==> src/rtl/kmdl_pkg.sv <==
// ----------------------------------------------------------------------------
// kmdl_pkg
// Shared types and constants for the key matrix debounce and layer event block.
// ----------------------------------------------------------------------------
package kmdl_pkg;

    localparam int KEY_BITS            = 48;
    localparam int LAYERS              = 4;
    localparam int ROWS_DEFAULT        = 4;
    localparam int COLS_DEFAULT        = 12;
    localparam int QUEUE_DEPTH_DEFAULT = 4;
    localparam int CFG_IDX_W           = 3;
    localparam int CFG_DATA_W          = 48;

    localparam logic [7:0] DEBOUNCE_RESET = 8'd6;

    // register indexes of the configuration port
    localparam logic [CFG_IDX_W-1:0] CFG_DEBOUNCE     = 3'd0;
    localparam logic [CFG_IDX_W-1:0] CFG_LAYER_ONE    = 3'd1;
    localparam logic [CFG_IDX_W-1:0] CFG_LAYER_TWO    = 3'd2;
    localparam logic [CFG_IDX_W-1:0] CFG_LAYER_THREE  = 3'd3;
    localparam logic [CFG_IDX_W-1:0] CFG_SPECIAL_BASE = 3'd4;

    // input item kinds
    localparam logic REQ_SCAN  = 1'b0;
    localparam logic REQ_TABLE = 1'b1;

    // event kinds
    localparam logic [3:0] EV_PRESS       = 4'd0;
    localparam logic [3:0] EV_RELEASE     = 4'd1;
    localparam logic [3:0] EV_RELEASE_ALL = 4'd2;
    localparam logic [3:0] EV_LIGHT_BASE  = 4'd3;

    typedef struct packed {
        logic [7:0]          debounce_ms;
        logic [KEY_BITS-1:0] layer_one_mask;
        logic [KEY_BITS-1:0] layer_two_mask;
        logic [KEY_BITS-1:0] layer_three_mask;
        logic [7:0]          special_base;
    } t_cfg;

    // command from the front end to the event walker
    typedef struct packed {
        logic                is_write;
        logic                release_all;
        logic [1:0]          layer;
        logic [5:0]          key;
        logic [7:0]          code;
        logic [KEY_BITS-1:0] diff;
        logic [KEY_BITS-1:0] stable;
    } t_cmd;

    typedef struct packed {
        logic [3:0] kind;
        logic [7:0] code;
        logic [5:0] index;
        logic       last;
    } t_event;

endpackage

==> src/rtl/key_matrix_debounce_layer_events.sv <==
// ----------------------------------------------------------------------------
// key_matrix_debounce_layer_events
// Key matrix debounce with layer selection and key event generation.
// ----------------------------------------------------------------------------
// The slave stream takes scan samples and layout table writes (tuser selects
// which); the master stream delivers press, release, release-all and lighting
// events, with tlast on the final event of a sample. The front end queues a
// table write to a key within the matrix and a sample that changes the
// debounced state; the event walker then applies a table write and, for a
// sample, steps through each key position (min(ROWS*COLS, 48)), reading the
// layout table for each changed key, and finally flushes the held event. The
// walk stalls while the output register is full and not taken. After reset,
// the layout table is cleared at one entry per cycle, 4*ROWS*COLS entries
// (192 by default); no item is accepted during that pass, while configuration
// writes are taken as ever.
// ----------------------------------------------------------------------------
module key_matrix_debounce_layer_events
    import kmdl_pkg::*;
#(
    parameter int ROWS        = ROWS_DEFAULT,
    parameter int COLS        = COLS_DEFAULT,
    parameter int QUEUE_DEPTH = QUEUE_DEPTH_DEFAULT
) (
    input  logic                  i_clk,
    input  logic                  i_rst_n,
    // configuration write port
    input  logic                  i_cfg_we,
    input  logic [CFG_IDX_W-1:0]  i_cfg_idx,
    input  logic [CFG_DATA_W-1:0] i_cfg_data,
    // input stream
    input  logic                  s_axis_tvalid,
    output logic                  s_axis_tready,
    // tdata: now_ms[31:0], key_bits[79:32], table_layer[81:80],
    //        table_key[87:82], table_code[95:88]
    input  logic [95:0]           s_axis_tdata,
    // tuser: req_type[0]
    input  logic                  s_axis_tuser,
    // event stream
    output logic                  m_axis_tvalid,
    input  logic                  m_axis_tready,
    // tdata: keycode[7:0], key_index[13:8], zero fill[15:14]
    output logic [15:0]           m_axis_tdata,
    // tuser: event_kind[3:0]
    output logic [3:0]            m_axis_tuser,
    // tlast: last_event
    output logic                  m_axis_tlast
);

    t_cfg   r_cfg;
    t_cmd   w_push_cmd;
    t_cmd   w_pop_cmd;
    logic   w_push;
    logic   w_full;
    logic   w_pop;
    logic   w_cmd_valid;
    logic   w_clearing;
    t_event w_event;

    // Register writes; software must change these only while the block is idle, which the block does not enforce.
    always_ff @(posedge i_clk) begin
        if (!i_rst_n) begin
            r_cfg.debounce_ms      <= DEBOUNCE_RESET;
            r_cfg.layer_one_mask   <= '0;
            r_cfg.layer_two_mask   <= '0;
            r_cfg.layer_three_mask <= '0;
            r_cfg.special_base     <= '0;
        end else if (i_cfg_we) begin
            case (i_cfg_idx)
                CFG_DEBOUNCE:     r_cfg.debounce_ms      <= i_cfg_data[7:0];
                CFG_LAYER_ONE:    r_cfg.layer_one_mask   <= i_cfg_data[KEY_BITS-1:0];
                CFG_LAYER_TWO:    r_cfg.layer_two_mask   <= i_cfg_data[KEY_BITS-1:0];
                CFG_LAYER_THREE:  r_cfg.layer_three_mask <= i_cfg_data[KEY_BITS-1:0];
                CFG_SPECIAL_BASE: r_cfg.special_base     <= i_cfg_data[7:0];
                default: begin
                    // drop writes to unused indexes
                end
            endcase
        end
    end

    // Front end: debounce, pick the layer and classify each transaction.
    kmdl_front #(
        .ROWS (ROWS),
        .COLS (COLS)
    ) u_front (
        .i_clk         (i_clk),
        .i_rst_n       (i_rst_n),
        .i_cfg         (r_cfg),
        .i_valid       (s_axis_tvalid),
        .o_ready       (s_axis_tready),
        .i_req_type    (s_axis_tuser),
        .i_now_ms      (s_axis_tdata[31:0]),
        .i_key_bits    (s_axis_tdata[79:32]),
        .i_table_layer (s_axis_tdata[81:80]),
        .i_table_key   (s_axis_tdata[87:82]),
        .i_table_code  (s_axis_tdata[95:88]),
        .i_full        (w_full),
        .i_clearing    (w_clearing),
        .o_push        (w_push),
        .o_cmd         (w_push_cmd)
    );

    // Queue: lets the front keep taking samples while a walk is running.
    kmdl_queue #(
        .DEPTH (QUEUE_DEPTH)
    ) u_queue (
        .i_clk   (i_clk),
        .i_rst_n (i_rst_n),
        .i_push  (w_push),
        .i_data  (w_push_cmd),
        .o_full  (w_full),
        .i_pop   (w_pop),
        .o_valid (w_cmd_valid),
        .o_data  (w_pop_cmd)
    );

    // Back end: apply table writes in order with walks, emit events.
    kmdl_back #(
        .ROWS (ROWS),
        .COLS (COLS)
    ) u_back (
        .i_clk          (i_clk),
        .i_rst_n        (i_rst_n),
        .i_special_base (r_cfg.special_base),
        .i_cmd_valid    (w_cmd_valid),
        .i_cmd          (w_pop_cmd),
        .o_cmd_pop      (w_pop),
        .o_clearing     (w_clearing),
        .o_out_valid    (m_axis_tvalid),
        .i_out_ready    (m_axis_tready),
        .o_out          (w_event)
    );

    assign m_axis_tdata = {2'b00, w_event.index, w_event.code};
    assign m_axis_tuser = w_event.kind;
    assign m_axis_tlast = w_event.last;

endmodule

==> src/rtl/kmdl_queue.sv <==
// ----------------------------------------------------------------------------
// kmdl_queue
// Small command queue between the sample front end and the event walker.
// ----------------------------------------------------------------------------
module kmdl_queue
    import kmdl_pkg::*;
#(
    parameter int DEPTH = QUEUE_DEPTH_DEFAULT
) (
    input  logic i_clk,
    input  logic i_rst_n,
    input  logic i_push,
    input  t_cmd i_data,
    output logic o_full,
    input  logic i_pop,
    output logic o_valid,
    output t_cmd o_data
);

    localparam int PW = $clog2(DEPTH);
    localparam int CW = $clog2(DEPTH + 1);

    t_cmd          r_mem [DEPTH];
    logic [PW-1:0] r_wptr;
    logic [PW-1:0] r_rptr;
    logic [CW-1:0] r_count;

    logic w_push;
    logic w_pop;

    assign o_full  = (r_count == CW'(DEPTH));
    assign o_valid = (r_count != '0);
    assign o_data  = r_mem[r_rptr];
    assign w_push  = i_push && !o_full;
    assign w_pop   = i_pop && o_valid;

    always_ff @(posedge i_clk) begin
        if (w_push) begin
            r_mem[r_wptr] <= i_data;
        end
    end

    always_ff @(posedge i_clk) begin
        if (!i_rst_n) begin
            r_wptr  <= '0;
            r_rptr  <= '0;
            r_count <= '0;
        end else begin
            if (w_push) begin
                r_wptr <= (r_wptr == PW'(DEPTH - 1)) ? '0 : r_wptr + PW'(1);
            end
            if (w_pop) begin
                r_rptr <= (r_rptr == PW'(DEPTH - 1)) ? '0 : r_rptr + PW'(1);
            end
            if (w_push && !w_pop) begin
                r_count <= r_count + CW'(1);
            end else if (w_pop && !w_push) begin
                r_count <= r_count - CW'(1);
            end
        end
    end

endmodule

==> src/rtl/kmdl_front.sv <==
// ----------------------------------------------------------------------------
// kmdl_front
// Accepts scan samples and table writes, debounces, selects the layer.
// ----------------------------------------------------------------------------
module kmdl_front
    import kmdl_pkg::*;
#(
    parameter int ROWS = ROWS_DEFAULT,
    parameter int COLS = COLS_DEFAULT
) (
    input  logic                i_clk,
    input  logic                i_rst_n,
    input  t_cfg                i_cfg,
    input  logic                i_valid,
    output logic                o_ready,
    input  logic                i_req_type,
    input  logic [31:0]         i_now_ms,
    input  logic [KEY_BITS-1:0] i_key_bits,
    input  logic [1:0]          i_table_layer,
    input  logic [5:0]          i_table_key,
    input  logic [7:0]          i_table_code,
    input  logic                i_full,
    input  logic                i_clearing,
    output logic                o_push,
    output t_cmd                o_cmd
);

    localparam int KEYS  = ROWS * COLS;
    localparam int NWALK = (KEYS < KEY_BITS) ? KEYS : KEY_BITS;
    localparam logic [KEY_BITS-1:0] WALK_MASK =
        (NWALK == KEY_BITS) ? {KEY_BITS{1'b1}} :
                              ((KEY_BITS'(1) << NWALK) - KEY_BITS'(1));

    // stable equals the last reported state after every settle
    logic [KEY_BITS-1:0] r_raw_prev;
    logic [31:0]         r_start;
    logic [KEY_BITS-1:0] r_stable;
    logic [1:0]          r_layer;

    logic        w_accept;
    logic [31:0] n_start;
    logic [31:0] w_elapsed;
    logic        w_settle;
    logic        w_changed;
    logic [1:0]  n_layer;

    assign o_ready   = !i_full && !i_clearing;
    assign w_accept  = i_valid && o_ready;
    assign n_start   = (i_key_bits != r_raw_prev) ? i_now_ms : r_start;
    assign w_elapsed = i_now_ms - n_start;
    assign w_settle  = w_elapsed > {24'd0, i_cfg.debounce_ms};
    assign w_changed = r_stable != i_key_bits;

    always_comb begin
        if ((i_key_bits & i_cfg.layer_one_mask) != '0) begin
            n_layer = 2'd1;
        end else if ((i_key_bits & i_cfg.layer_two_mask) != '0) begin
            n_layer = 2'd2;
        end else if ((i_key_bits & i_cfg.layer_three_mask) != '0) begin
            n_layer = 2'd3;
        end else begin
            n_layer = 2'd0;
        end
    end

    always_comb begin
        o_cmd.is_write    = (i_req_type == REQ_TABLE);
        o_cmd.release_all = (n_layer != r_layer);
        o_cmd.layer       = (i_req_type == REQ_TABLE) ? i_table_layer : n_layer;
        o_cmd.key         = i_table_key;
        o_cmd.code        = i_table_code;
        o_cmd.diff        = (i_key_bits ^ r_stable) & WALK_MASK;
        o_cmd.stable      = i_key_bits;
        if (i_req_type == REQ_TABLE) begin
            // drop writes to keys beyond the matrix
            o_push = w_accept && (int'(i_table_key) < KEYS);
        end else begin
            o_push = w_accept && w_settle && w_changed;
        end
    end

    always_ff @(posedge i_clk) begin
        if (!i_rst_n) begin
            r_raw_prev <= '0;
            r_start    <= '0;
            r_stable   <= '0;
            r_layer    <= '0;
        end else if (w_accept && (i_req_type == REQ_SCAN)) begin
            r_raw_prev <= i_key_bits;
            r_start    <= n_start;
            if (w_settle && w_changed) begin
                r_stable <= i_key_bits;
                r_layer  <= n_layer;
            end
        end
    end

endmodule

==> src/rtl/kmdl_back.sv <==
// ----------------------------------------------------------------------------
// kmdl_back
// Owns the layout table; walks changed keys and emits events.
// ----------------------------------------------------------------------------
module kmdl_back
    import kmdl_pkg::*;
#(
    parameter int ROWS = ROWS_DEFAULT,
    parameter int COLS = COLS_DEFAULT
) (
    input  logic       i_clk,
    input  logic       i_rst_n,
    input  logic [7:0] i_special_base,
    input  logic       i_cmd_valid,
    input  t_cmd       i_cmd,
    output logic       o_cmd_pop,
    output logic       o_clearing,
    output logic       o_out_valid,
    input  logic       i_out_ready,
    output t_event     o_out
);

    localparam int KEYS  = ROWS * COLS;
    localparam int NWALK = (KEYS < KEY_BITS) ? KEYS : KEY_BITS;
    localparam int DEPTH = LAYERS * KEYS;
    localparam int AW    = $clog2(DEPTH);
    localparam logic [AW-1:0] KEYS_A = AW'(KEYS);

    typedef enum logic [2:0] {
        ST_CLEAR,
        ST_IDLE,
        ST_SCAN,
        ST_EVAL,
        ST_FLUSH
    } t_state;

    t_state              r_state;
    logic [AW-1:0]       r_clr;
    logic [5:0]          r_k;
    logic [1:0]          r_layer;
    logic [KEY_BITS-1:0] r_diff;
    logic [KEY_BITS-1:0] r_stable;
    logic                r_pend_v;
    t_event              r_pend;
    logic                r_out_v;
    t_event              r_out;
    logic [7:0]          r_rd_data;
    logic [7:0]          r_mem [DEPTH];

    logic          w_we;
    logic [AW-1:0] w_waddr;
    logic [7:0]    w_wdata;
    logic          w_re;
    logic [AW-1:0] w_raddr;
    logic          w_out_free;
    logic          w_at_end;
    logic          w_load;

    logic [8:0] w_code9;
    logic [8:0] w_base9;
    logic [8:0] w_top9;
    logic       w_light;
    logic       w_high;
    logic       w_pressed;
    logic       w_hit;
    t_event     w_ev;
    logic [2:0] w_light_ofs;

    assign o_clearing  = (r_state == ST_CLEAR);
    assign o_out_valid = r_out_v;
    assign o_out       = r_out;
    assign o_cmd_pop   = (r_state == ST_IDLE) && i_cmd_valid;
    assign w_out_free  = !r_out_v || i_out_ready;
    assign w_at_end    = (r_k == 6'(NWALK));
    // the held event moves to the output register this cycle
    assign w_load      = w_out_free && r_pend_v &&
                         (((r_state == ST_EVAL) && w_hit) || (r_state == ST_FLUSH));

    always_comb begin
        w_we    = 1'b0;
        w_waddr = r_clr;
        w_wdata = '0;
        w_re    = 1'b0;
        w_raddr = AW'(r_layer) * KEYS_A + AW'(r_k);
        case (r_state)
            ST_CLEAR: begin
                w_we = 1'b1;
            end
            ST_IDLE: begin
                w_we    = i_cmd_valid && i_cmd.is_write;
                w_waddr = AW'(i_cmd.layer) * KEYS_A + AW'(i_cmd.key);
                w_wdata = i_cmd.code;
            end
            ST_SCAN: begin
                w_re = !w_at_end && r_diff[r_k];
            end
            default: begin
            end
        endcase
    end

    always_ff @(posedge i_clk) begin
        if (w_we) begin
            r_mem[w_waddr] <= w_wdata;
        end
        if (w_re) begin
            r_rd_data <= r_mem[w_raddr];
        end
    end

    // classify the table code of the key under evaluation
    always_comb begin
        w_code9     = {1'b0, r_rd_data};
        w_base9     = {1'b0, i_special_base};
        w_top9      = w_base9 + 9'd7;
        w_light     = (w_code9 >= w_base9) && (w_code9 <= w_top9);
        w_high      = w_code9 > w_top9;
        w_pressed   = r_stable[r_k];
        w_hit       = w_pressed ? (w_light || w_high) : w_high;
        w_light_ofs = r_rd_data[2:0] - i_special_base[2:0];
        w_ev.code   = r_rd_data;
        w_ev.index  = r_k;
        w_ev.last   = 1'b0;
        if (!w_pressed) begin
            w_ev.kind = EV_RELEASE;
        end else if (w_light) begin
            w_ev.kind = EV_LIGHT_BASE + {1'b0, w_light_ofs};
        end else begin
            w_ev.kind = EV_PRESS;
        end
    end

    always_ff @(posedge i_clk) begin
        if (!i_rst_n) begin
            r_state  <= ST_CLEAR;
            r_clr    <= '0;
            r_k      <= '0;
            r_pend_v <= 1'b0;
            r_out_v  <= 1'b0;
        end else begin
            if (w_load) begin
                r_out_v <= 1'b1;
            end else if (r_out_v && i_out_ready) begin
                r_out_v <= 1'b0;
            end
            case (r_state)
                ST_CLEAR: begin
                    r_clr <= r_clr + AW'(1);
                    if (r_clr == AW'(DEPTH - 1)) begin
                        r_state <= ST_IDLE;
                    end
                end
                ST_IDLE: begin
                    if (i_cmd_valid && !i_cmd.is_write) begin
                        r_diff   <= i_cmd.diff;
                        r_stable <= i_cmd.stable;
                        r_layer  <= i_cmd.layer;
                        r_k      <= '0;
                        if (i_cmd.release_all) begin
                            r_pend_v     <= 1'b1;
                            r_pend.kind  <= EV_RELEASE_ALL;
                            r_pend.code  <= '0;
                            r_pend.index <= '0;
                            r_pend.last  <= 1'b0;
                        end
                        r_state <= ST_SCAN;
                    end
                end
                ST_SCAN: begin
                    if (w_at_end) begin
                        r_state <= ST_FLUSH;
                    end else if (r_diff[r_k]) begin
                        r_state <= ST_EVAL;
                    end else begin
                        r_k <= r_k + 6'd1;
                    end
                end
                ST_EVAL: begin
                    // hold one event back so the final one can carry last
                    if (!w_hit) begin
                        r_k     <= r_k + 6'd1;
                        r_state <= ST_SCAN;
                    end else if (!r_pend_v) begin
                        r_pend   <= w_ev;
                        r_pend_v <= 1'b1;
                        r_k      <= r_k + 6'd1;
                        r_state  <= ST_SCAN;
                    end else if (w_out_free) begin
                        r_out   <= r_pend;
                        r_pend  <= w_ev;
                        r_k     <= r_k + 6'd1;
                        r_state <= ST_SCAN;
                    end
                end
                ST_FLUSH: begin
                    if (!r_pend_v) begin
                        r_state <= ST_IDLE;
                    end else if (w_out_free) begin
                        r_out    <= '{kind: r_pend.kind, code: r_pend.code,
                                      index: r_pend.index, last: 1'b1};
                        r_pend_v <= 1'b0;
                        r_state  <= ST_IDLE;
                    end
                end
                default: begin
                    r_state <= ST_IDLE;
                end
            endcase
        end
    end

    a_no_event_while_clearing : assert property (@(posedge i_clk) disable iff (!i_rst_n)
        (r_state == ST_CLEAR) |-> !r_out_v)
        else $error("event presented during table clearing");

    a_walk_in_range : assert property (@(posedge i_clk) disable iff (!i_rst_n)
        r_k <= 6'(NWALK))
        else $error("key walk ran past the last key");

    a_eval_on_changed_key : assert property (@(posedge i_clk) disable iff (!i_rst_n)
        (r_state == ST_EVAL) |-> r_diff[r_k])
        else $error("table lookup on a key that did not change");

    a_idle_nothing_held : assert property (@(posedge i_clk) disable iff (!i_rst_n)
        (r_state == ST_IDLE) |-> !r_pend_v)
        else $error("held event left behind at end of walk");

endmodule
==> config.mk <==
export PLATFORM = sky130hd
export DESIGN_NAME = key_matrix_debounce_layer_events
export DESIGN_NICKNAME = d
export VERILOG_FILES = /design/src/rtl/kmdl_pkg.sv /design/src/rtl/key_matrix_debounce_layer_events.sv /design/src/rtl/kmdl_queue.sv /design/src/rtl/kmdl_front.sv /design/src/rtl/kmdl_back.sv
export SDC_FILE = /design/constraint.sdc
export NUM_CORES = 2
export LEC_CHECK = 0
export ABC_AREA = 1
export BUFFER_PORTS_ARGS = -buffer_cell sky130_fd_sc_hd__buf_4
export CORE_UTILIZATION = 45
export DETAILED_ROUTE_END_ITERATION = 10
export PLACE_DENSITY = 0.64
export SYNTH_ARGS = -nofsm -noshare
export SYNTH_HDL_FRONTEND = slang
export SYNTH_HIERARCHICAL = 1
export SYNTH_SLANG_ARGS = --single-unit
==> constraint.sdc <==
create_clock -name i_clk -period 14.8 [get_ports i_clk]
set_input_delay 1.48 -clock i_clk [delete_from_list [all_inputs] [get_ports i_clk]]
set_output_delay 1.48 -clock i_clk [all_outputs]
set_load 0.01 [all_outputs]
==> impl_metrics.json <==
{
  "synth-warning-count": 6,
  "cts.clk_slew.worst_paths_ns": 0.06,
  "synth_cell_types": 61,
  "overflow": 0,
  "rows": 175,
  "tns_ns": 0,
  "endpoint_kind": "flop",
  "root_buffer": "clkbuf_16",
  "die_x_um": 481,
  "total_power_w": 0.0186,
  "fin_area_um2": 114000,
  "first_global_vias": 66800,
  "post_cts_buffers": 0,
  "yosys_register_bits": 2453,
  "hp-class": "flop to flop",
  "dp.cells": 11900,
  "synth_area_leader_cell": "edfxtp_1",
  "place_area_um2": 106000,
  "drt-initial-drc-count": 7548,
  "finalSetupViolations": 0,
  "syn_area_per_cell_um2": 11.1,
  "place.gp.congestion": 0.865,
  "irDropWorstVdd_v": 0.000137,
  "skew_ns": 0.0668,
  "clk_path_buf_depth": 3,
  "fillers": 19900,
  "cts_made_buffers": 240,
  "grt_max_degree": 193,
  "min_period_ns": 8.64,
  "crit_arrival_ns": 9.13,
  "required_ns": 15.29,
  "routedWlPerCell_um": 22.5,
  "fmax_mhz": 116,
  "ys_top_cells_by_area": "edfxtp_1 62%, nor2_1 7.0%, dfxtp_1 6.2%",
  "r2r_end": "u_queue/r_mem[2][68]$_DFFE_PP_",
  "hold_viol_final": 0,
  "cts.sinks": 2453,
  "syn_inst": 9302,
  "drive_gt1_frac": 0.0780,
  "pin_count": 176,
  "instances_no_fill": 12400,
  "cap_violations": 0,
  "die_h_um": 481,
  "via_count": 70900,
  "tightestPinTransition_ns": 1.28,
  "yosysSeqAreaShare": 0.682,
  "clk_latency_ns": 0.89,
  "globalRouteTotalUtil": 0.234,
  "critPathLaunchType": "input port",
  "reg2reg_depth": 40,
  "fin_ws_ns": 6.16,
  "die_area_um2": 232000,
  "grt_pass1_wl_mm": 414,
  "syn_area_um2": 103000,
  "cts_tree": "yes",
  "rsz0062_at_grt": "false",
  "synth_top_area_frac": 0.620,
  "cts_max_level": 4,
  "holdPathStages": 0,
  "p_per_area_nw_per_um2": 163,
  "worstSetupEndpoint": "u_queue/r_mem[2][68]$_DFFE_PP_",
  "core_um2": 228000,
  "drv_slew": 0,
  "dp_hpwl_mm": 162,
  "startpoint": "s_axis_tdata[63]",
  "drc_errors": 0,
  "crit_type": "input port to flop",
  "holdBufCountCts": 0,
  "critical-path-max-stage-delay_ns": 0.94,
  "crit_fanout": 51,
  "multiInputGateArea_um2": 27800,
  "syn2layout_area_growth_pct": 10.2,
  "nets": 9375,
  "pre_cts_slack_ns": 5.20,
  "ctsResizeCount": 0,
  "rrSetupSlack_ns": 6.59,
  "cp_common_cell": "nand2_1",
  "firstDrtPassIters": 8,
  "grt_antenna_before_repair": 14,
  "outcome": "complete, no violations",
  "slowest_stage": "nor2_4",
  "drt-total-wl_mm": 278,
  "initial_core_util": 0.454,
  "power.leakage_nw": 40.1,
  "vias_per_cell": 5.73,
  "seq_area_um2": 70500,
  "fin_crit_sh": 0.584,
  "placement.io_buffers": 173,
  "relSlewSlack": 0.148,
  "ant_nets": 0,
  "timing.rr.start": "u_front/r_raw_prev[31]$_SDFFE_PN0P_"
}
## how the worst min path moves through the flow
stage,endpoint,from
after global placement,u_back/o_out[3]$_DFFE_PP_,u_back/r_pend[3]$_SDFFCE_PN0P_
after floorplan,u_back/o_out[10]$_DFFE_PP_,u_back/r_pend[10]$_SDFFCE_PN0P_
after global routing,u_back/o_out[1]$_DFFE_PP_,u_back/r_pend[1]$_SDFFCE_PN0P_
after CTS,u_back/o_out[2]$_DFFE_PP_,u_back/r_pend[2]$_SDFFCE_PN0P_
final,u_back/o_out[3]$_DFFE_PP_,u_back/r_pend[3]$_SDFFCE_PN0P_
after detailed placement,u_back/o_out[12]$_DFFE_PP_,u_back/r_pend[12]$_SDFFCE_PN0P_
## through the flow
step / utilization / hold slack, ns
CTS: 0.500 / 0.419
finish: 0.500 / 0.419
global route: 0.500 / 0.425
global placement: 0.465 / 0.405
floorplan: - / 0.400
detailed placement: 0.465 / 0.405
## synthesized netlist by cell type (all sizes together)
master,n
o22ai,503
a211oi,2
a2111oi,3
o211ai,68
o221ai,41
dfxtp,318
o21bai,16
fa,4
nor3b,1
ha,65
o22a,1
a221oi,18
nand3b,7
a21oi,213
xnor2,20
nand2,944
inv,421
a21boi,6
clkinv,5
o311ai,8
o21ai,1317
nor2,1941
nand3,370
nor3,21
or2,4
a31oi,1
conb,1
mux2i,18
o2111ai,1
a22o,26
o31ai,1
clkbuf,286
edfxtp,2135
o41ai,1
o21a,2
a21o,1
xor2,60
nand4,54
and3,2
nor4,20
buf,376
## registers in the layout, summed over array words and instances, names as in the netlist, 2 cells and up, named ones only
register and cells:
u_front/r_start 32, u_back/r_layer 2, u_front/r_layer 2, u_back/r_state 3, u_front/r_raw_prev 48, u_queue/r_wptr 2, u_queue/r_count 3, u_front/r_stable 48
u_back/r_stable 48, u_back/o_out 19, u_queue/r_rptr 2, r_cfg 160, u_back/r_rd_data 8, u_back/r_mem 1536, u_back/r_pend 18, u_queue/r_mem 456
u_back/r_k 6, u_back/r_diff 48, u_back/r_clr 8
## critical path: cells and delay by family
family,cells,cell delay [ns]
simple gates,25,3.86
buf+inv,8,2.06
compound gates,4,0.68
fa+ha+maj,3,0.66
xor+xnor,1,0.17
## power by group
part	switching [W]	internal (W)
clock	0.00265	0.00352
sequential	0.000177	0.00819
combinational	0.00305	0.000982
## cell usage in the layout (no fill, tap or decap), types with 6 or more instances in the layout
master	n
nor2_1	1918
nor3_1	21
bufinv_16	29
nor2_4	20
clkinvlp_4	7
clkinv_1	59
nand2_2	8
clkbuf_16	242
dfxtp_4	6
nand4_2	6
nand3b_1	7
buf_12	10
o221ai_1	41
buf_4	259
o21bai_1	16
inv_2	49
xnor2_1	20
nand2_1	935
a21oi_1	211
dfxtp_1	312
xor2_1	60
nand3_1	366
edfxtp_1	2135
o21ai_0	1130
ha_1	64
o21ai_1	187
inv_1	366
o311ai_1	7
clkinv_2	51
o22ai_1	503
a221oi_1	18
mux2i_1	18
nor4_1	18
a22o_1	26
clkinv_16	8
o211ai_1	68
clkbuf_1	41
nand4_1	48
## final cells by class
type	count	area share
Inverter	426	0.0143
Clock inverter	160	0.0154
Antenna cell	4	0.0000879
Timing Repair Buffer	270	0.0190
Tap cell	3009	0.0331
Sequential cell	2453	0.619
Clock buffer	286	0.0548
Multi-Input combinational cell	5762	0.244
## logic make-up (layout without fill, tap and decap cells)
family,Yosys count,count (layout),share of synthesized area
AND/OR/NAND/NOR,3364,3364,0.130
buffers and inverters,1088,1142,0.0509
other,1,6,0.0000363
AO/OA/AOI/OAI,2229,2229,0.120
multiplexers,18,18,0.00174
XOR/XNOR,80,80,0.00678
flip-flops,2453,2453,0.682
adder cells (fa/ha/maj),69,69,0.00864
## routing by layer
layer,vias to the layer above,global-route usage,share of wire
met4,10,0.0822,0.034
met5,-,0,0.00019
met3,487,0.0404,0.084
met2,3068,0.377,0.47
met1,34700,0.319,0.41
li1,32700,-,-
(Power assumes the default switching activity.)
